`src/rtl/sde_ram.sv`:
```
// ----------------------------------------------------------------------------
// sde_ram
// Simple dual-port synchronous RAM: one write port, one read port with
// registered read data.
// ----------------------------------------------------------------------------
`default_nettype none

module sde_ram #(
  parameter int unsigned DEPTH = 64,
  parameter int unsigned WIDTH = 16,
  parameter int unsigned AW    = $clog2(DEPTH)
) (
  input  wire logic             clk_i,
  input  wire logic             we_i,
  input  wire logic [AW-1:0]    waddr_i,
  input  wire logic [WIDTH-1:0] wdata_i,
  input  wire logic             re_i,
  input  wire logic [AW-1:0]    raddr_i,
  output logic      [WIDTH-1:0] rdata_o
);

  logic [WIDTH-1:0] mem [DEPTH];
  logic [WIDTH-1:0] rdata_q;

  // Write port
  always_ff @(posedge clk_i) begin
    if (we_i) begin
      mem[waddr_i] <= wdata_i;
    end
  end

  // Registered read port
  always_ff @(posedge clk_i) begin
    if (re_i) begin
      rdata_q <= mem[raddr_i];
    end
  end

  assign rdata_o = rdata_q;

endmodule : sde_ram

`default_nettype wire

```
`config.mk`:
```
export PLATFORM = sky130hd
export DESIGN_NAME = sde_ram
export DESIGN_NICKNAME = d
export VERILOG_FILES = /design/src/rtl/sde_ram.sv
export SDC_FILE = /design/constraint.sdc
export NUM_CORES = 1
export LEC_CHECK = 0
export ABC_AREA = 0
export BUFFER_PORTS_ARGS = -buffer_cell sky130_fd_sc_hd__buf_2
export CORE_AREA = 2 2 306 308
export CTS_CLUSTER_SIZE = 20
export DETAILED_ROUTE_END_ITERATION = 6
export DIE_AREA = 0 0 308 310
export PLACE_DENSITY = 0.66
export REMOVE_ABC_BUFFERS = 1
export SYNTH_ARGS = -nofsm -noshare
export SYNTH_HDL_FRONTEND = slang
export SYNTH_SLANG_ARGS = --single-unit
```
`constraint.sdc`:
```
create_clock -name clk_i -period 5.3 [get_ports clk_i]
set_input_delay 1.325 -clock clk_i [delete_from_list [all_inputs] [get_ports clk_i]]
set_output_delay 1.325 -clock clk_i [all_outputs]
set_load 0.02 [all_outputs]
```
==> impl_metrics.yaml, run 1 <==
outcome:
  status: "complete, no violations"
yosys:
  synth_top_family_by_area: "multiplexers"
  netlist_top_cells_area: "edfxtp_1, mux4_2, mux2i_1"
  syn_inst: 1829
  synth-async-reset-ratio_pct: 0
  synth_area_sq_um: 40200
  synth_compound_area_share_pct: 2.400
  yosysMostFrequentCell: "edfxtp_1"
  ys_warn_count: 0
  synth-simple-area-share_pct: 2.636
  netlist_top_cells_count: "edfxtp_1, mux4_2, mux2i_1"
  synth-edff-count: 1040
  yosysSeqAreaShare_pct: 77.68
  synthXorXnorAreaFrac_pct: 0
  avgSynthCellArea_sq_um: 21.98
  ys_seq_elements: 1040
  synth_mux_area_share_pct: 15.46
  synth.largest_area_cell: "edfxtp_1"
  synth_cell_types: 42
  synth_top_cell_area_share_pct: 77.68
  ys.flop_type: "edfxtp_1"
  synth_fa_ha_area_share_pct: 0
place:
  dpl.hpwl_um: 55740
  globalplace.congestion: 0.8105
  post-place-cells: 3087
  dpl_worst_slack_ns: 0.9759
  portBuffers: 46
  dpl_cell_area_sq_um: 42190
finish:
  nNetsFinal: 2025
  final_core_util_pct: 49.10
  instances_no_fill: 3275
  final_layout_size_suffix_gt1_share_pct: 27.35
  fillCellCount: 7314
  area_growth_pct: 12.96
  fin_area_sq_um: 45410
  final-seq-area_sq_um: 31230
  multiInputGateArea_sq_um: 8249
floorplanning:
  die_w_um: 308
  start_util_pct: 43.47
  dieArea_sq_um: 95480
  io_pins: 47
  core_area_sq_um: 92490
  num_rows: 112
  dieHeight_um: 310
global_route:
  grt_max_degree: 87
  grt_pass1_vias: 19220
  grt_first_pass_wirelength_um: 136700
  overflow: 0
  antenna_found_initial: 9
  track_usage_pct: 20.06
clock_network:
  numCtsBuffers: 102
  cts_tree: "built"
  postCtsSetupBuffers: 0
  insertion_delay_ns: 0.67
  clk_pin_slew_ns: 0.06
  root_buffer: "clkbuf_16"
  clock-sinks: 1040
  cts_resized: 0
  htreeDepth: 3
  postCtsHoldBufs: 0
  clockBufferDepth: 3
timing:
  skew_ns: 0.03094
  finalSetupViolCount: 0
  tns_ns: 0
  worstMarginPinSlew_ns: 0.9604
  slew_headroom_pct: 35.74
  hold_violations: 0
  hold_ws_ns: 0.9751
  grt_setup_unrepaired: "false"
  fmax_mhz: 275.4
  setup_ws_ns: 1.669
  drv_slew: 0
  min_period_ns: 3.631
  fin_crit_sh_pct: 68.50
pwr:
  p_total_mw: 16.99
  powerDensity_nw_per_um2: 374.2
  cellLeakagePower_nw: 14.35
  ir_drop_uv: 240.7
route:
  routed_wl_um: 94990
  via_count: 19290
  drtAntennaViolNets: 0
  drtIter0Drc: 2439
  vias_per_cell: 5.890
  firstDrtPassIters: 6
  avgRoutedWirePerCell_um: 29.01
  drc: 0
critical_path:
  worst_path_largest_cell_delay_ns: 0.66
  cpLargestDelayFamily: "compound AO/OA/AOI/OAI gates"
  worst-path-max-fanout: 52
  cp_slowest_cell: "a31oi_1"
  arrival_ns: 4.02
  cp.required_ns: 5.68
  startpoint_type: "input pin"
  crit_path_end_kind: "register"
  crit_type: "input pin to register"
  crit_chain: "buf_8, buf_12, mux4_2, mux2i_1, a22oi_1, a31oi_1, a311oi_1"
  crit_buf_inv: 2
hold_path:
  hp-class: "register to register"
flow_run:
  max_cap_viol_count: 0
[cells by family (layout without fill, tap and decap cells)]
| logic type | Yosys count | after routing |
|---|---|---|
| other | 0 | 5 |
| multiplexers | 336 | 336 |
| flip-flops | 1040 | 1040 |
| AND/OR/NAND/NOR | 220 | 220 |
| AO/OA/AOI/OAI | 129 | 129 |
| buffers and inverters | 104 | 348 |
[metal layers]
| layer | vias up | wire length [um] | track usage, % |
|---|---|---|---|
| met1 | 10260 | 38930 | 28.17 |
| met5 | - | 78 | 0 |
| met3 | 145 | 8626 | 4.863 |
| met2 | 837 | 44910 | 31.31 |
| met4 | 12 | 2446 | 6.149 |
| li1 | 8033 | - | - |
[cell type report]
| type | count | share of cell area (%) |
|---|---|---|
| clock buffer | 124 | 5.943 |
| sequential | 1040 | 68.77 |
| timing repair buffer | 165 | 2.670 |
| multi-input combinational | 685 | 18.17 |
| antenna | 5 | 0.02755 |
| clock inverter | 59 | 1.124 |
| tap | 1197 | 3.298 |
[cells in the final DEF (no fill, tap or decap), types with 18 or more instances in the layout]
cell,instances
clkinv_2,21
nand2_1,59
mux2_2,27
edfxtp_1,1040
nor2b_1,30
mux2i_1,85
mux4_2,220
buf_4,114
clkbuf_16,105
buf_2,43
nor2_1,72
a22oi_1,39
nand3_1,24
clkbuf_1,19
clkinv_1,18
[tightest hold or removal path, delay by kind of cell (launching register included)]
family | cells | cell delay, ns
AO/OA/AOI/OAI | 2 | 0.31
flip-flops | 1 | 0.31
multiplexers | 1 | 0.22
[final timing paths]
check                        start                     to  slack (ns)  cells after the start
max                     raddr_i[0]   rdata_o[9]$_DFFE_PP_        1.67                      7
min reg2reg  mem[39][15]$_DFFE_PP_  rdata_o[15]$_DFFE_PP_        0.98                      3
max reg2reg   mem[23][9]$_DFFE_PP_   rdata_o[9]$_DFFE_PP_        2.80                      5
min          mem[39][15]$_DFFE_PP_  rdata_o[15]$_DFFE_PP_        0.98                      3
[power breakdown]
group / internal (mW) / total [mW] / switching (mW) / leakage (nW)
Sequential: 9.12 / 9.15 / 0.0282 / 9.37
Clock: 4.00 / 6.99 / 2.99 / 1.57
Combinational: 0.300 / 0.849 / 0.549 / 3.41
Total: 13.4 / 17.0 / 3.57 / 14.3
[registers in the layout, summed over array words and instances (netlist names)]
register / flops
mem: 1024
rdata_o: 16
Power figures use the tool's default switching activity.
==> inputs of run 2 (changes only) <==
==> constraint.sdc (replaced) <==
create_clock -name clk_i -period 3.4 [get_ports clk_i]
set_input_delay 0.85 -clock clk_i [delete_from_list [all_inputs] [get_ports clk_i]]
set_output_delay 0.85 -clock clk_i [all_outputs]
set_load 0.02 [all_outputs]
==> run 2 against run 1 <==
  * Via count up 2.6%
  * Combinational power up 71%
  * Clock skew down 0.0026 ns
  * Utilization up 0.86 points
  * Sequential cell count unchanged
  * Cell count up 2.6%
  * Worst setup slack worse by 1.1 ns
  * Sequential power up 56%
  * Cell area up 1.8%
  * First-iteration DRC count down 6.8%
  * Clock power up 57%
  * Register-to-register slack worse by 1.8 ns
==> impl_metrics.yaml, run 2 (same netlist as run 1, synthesis figures left out) <==
timing:
  fin_crit_sh_pct: 82.74
  tns_ns: 0
  hold_violations: 0
  grt_setup_unrepaired: "false"
  drv_slew: 0
  worstMarginPinSlew_ns: 1.173
  finalSetupViolCount: 0
  min_period_ns: 2.813
  skew_ns: 0.02835
  slew_headroom_pct: 21.61
  fmax_mhz: 355.5
critical_path:
  arrival_ns: 3.19
  worst-path-max-fanout: 29
  r2r_cells: 6
  crit_type: "input pin to register"
  reg2reg_to: "rdata_o[15]$_DFFE_PP_"
  rr_startpoint: "mem[5][15]$_DFFE_PP_"
  startpoint_type: "input pin"
  cp.required_ns: 3.78
  crit_path_end_kind: "register"
  rrSetupSlack_ns: 1.01
pwr:
  powerDensity_nw_per_um2: 579.0
  ir_drop_uv: 384.7
  cellLeakagePower_nw: 14.82
clock_network:
  clockBufferDepth: 3
  insertion_delay_ns: 0.67
  cts_tree: "built"
  numCtsBuffers: 100
  root_buffer: "clkbuf_16"
  htreeDepth: 3
  postCtsSetupBuffers: 0
  cts_resized: 0
  postCtsHoldBufs: 0
  clock-sinks: 1040
  clk_pin_slew_ns: 0.06
place:
  globalplace.congestion: 0.8756
  portBuffers: 46
  dpl.hpwl_um: 62550
  dpl_cell_area_sq_um: 42920
route:
  wl_met2_um: 47660
  via_count: 19800
  routed_wl_um: 99540
  met1Wirelength_um: 39490
  avgRoutedWirePerCell_um: 29.63
  vias_per_cell: 5.893
  drtAntennaViolNets: 0
  firstDrtPassIters: 5
  top_layer: "met5"
  drc: 0
  drtIter0Drc: 2274
  dr_wl_met3_um: 9641
hold_path:
  hold_path_end: "mem[49][4]$_DFFE_PP_"
  worstHoldStart: "wdata_i[4]"
  whs_path_depth: 1
  hp-class: "input pin to register"
finish:
  largest_reg_flops: 1024
  final_layout_size_suffix_gt1_share_pct: 30.16
  nNetsFinal: 2102
  area_growth_pct: 14.94
  fin_area_sq_um: 46210
  layout_commonest_cell: "edfxtp_1"
  final_cell_mix: "edfxtp_1, mux4_2, buf_4"
  top_register: "mem"
floorplanning:
  core_area_sq_um: 92490
  dieArea_sq_um: 95480
  io_pins: 47
  die_w_um: 308
  dieHeight_um: 310
  num_rows: 112
  start_util_pct: 43.47
global_route:
  overflow: 0
  antenna_found_initial: 11
  grt_max_degree: 65
  grt_pass1_vias: 19800
  track_usage_pct: 21.07
  grt_first_pass_wirelength_um: 143100
outcome:
  status: "complete, no violations"
flow_run:
  max_cap_viol_count: 0
[run 2: changes by cell type in the layout (fill, tap and decap cells not counted), sizes merged, moves of 3 or more]
cell / delta
buf: +79
bufinv: +3
clkbuf: -10
clkinv: +14
[run 2: how the worst max path moves through the flow]
stage | slack (ns) | end | start | depth (start not counted)
after detailed placement | -0.07 | rdata_o[15]$_DFFE_PP_ | raddr_i[0] | 8
after floorplan | 0.67 | mem[48][0]$_DFFE_PP_ | we_i | 3
after CTS | 0.64 | rdata_o[15]$_DFFE_PP_ | raddr_i[0] | 8
final | 0.59 | rdata_o[15]$_DFFE_PP_ | raddr_i[0] | 8
after global placement | -0.009 | rdata_o[15]$_DFFE_PP_ | raddr_i[0] | 8
after global routing | 0.53 | rdata_o[15]$_DFFE_PP_ | raddr_i[0] | 8
[run 2: layout make-up]
cell class,instances,area [sq um]
diodes,7,17.52
well taps,1197,1498
clock buffers,114,2576
clock inverters,72,694.4
fillers,7291,46280
multi-input cells,685,8249
repair buffers,244,1943
flip-flops and latches,1040,31230
[run 2: critical path, cell delays in order]
cell      delay (ns)
buf_8           0.20
buf_12          0.29
mux4_2          0.57
mux2i_1         0.20
buf_4           0.19
a22oi_1         0.09
a31oi_1         0.62
a311oi_1        0.12
[run 2: where the power goes]
part / switching [mW] / leakage (nW) / total [mW] / internal [mW]
clock network: 4.74 / 1.61 / 11.0 / 6.30
logic: 0.908 / 3.85 / 1.45 / 0.546
registers: 0.0403 / 9.37 / 14.3 / 14.2
[run 2: metal layers]
layer  GRT usage, %  up-vias
li1               -     8184
met1          29.43    10500
met2          33.63      939
met3          4.454      166
met4          6.307        6
met5              0        -
[run 2: stage by stage]
step           setup slack, ns  util, %  hold WS, ns  total power, mW  instances
2_1_floorplan           0.6675        -       0.8372            15.06       1725
3_3_place_gp         -0.008634    46.41       0.9468            15.96       3166
3_5_place_dp          -0.06895    46.41       0.9718            15.99       3166
4_1_cts                 0.6445    49.94       0.4339            26.91       3352
5_1_grt                 0.5315    49.94       0.4495            27.46       3352
6_report                0.5868    49.96       0.4623            26.75       3359
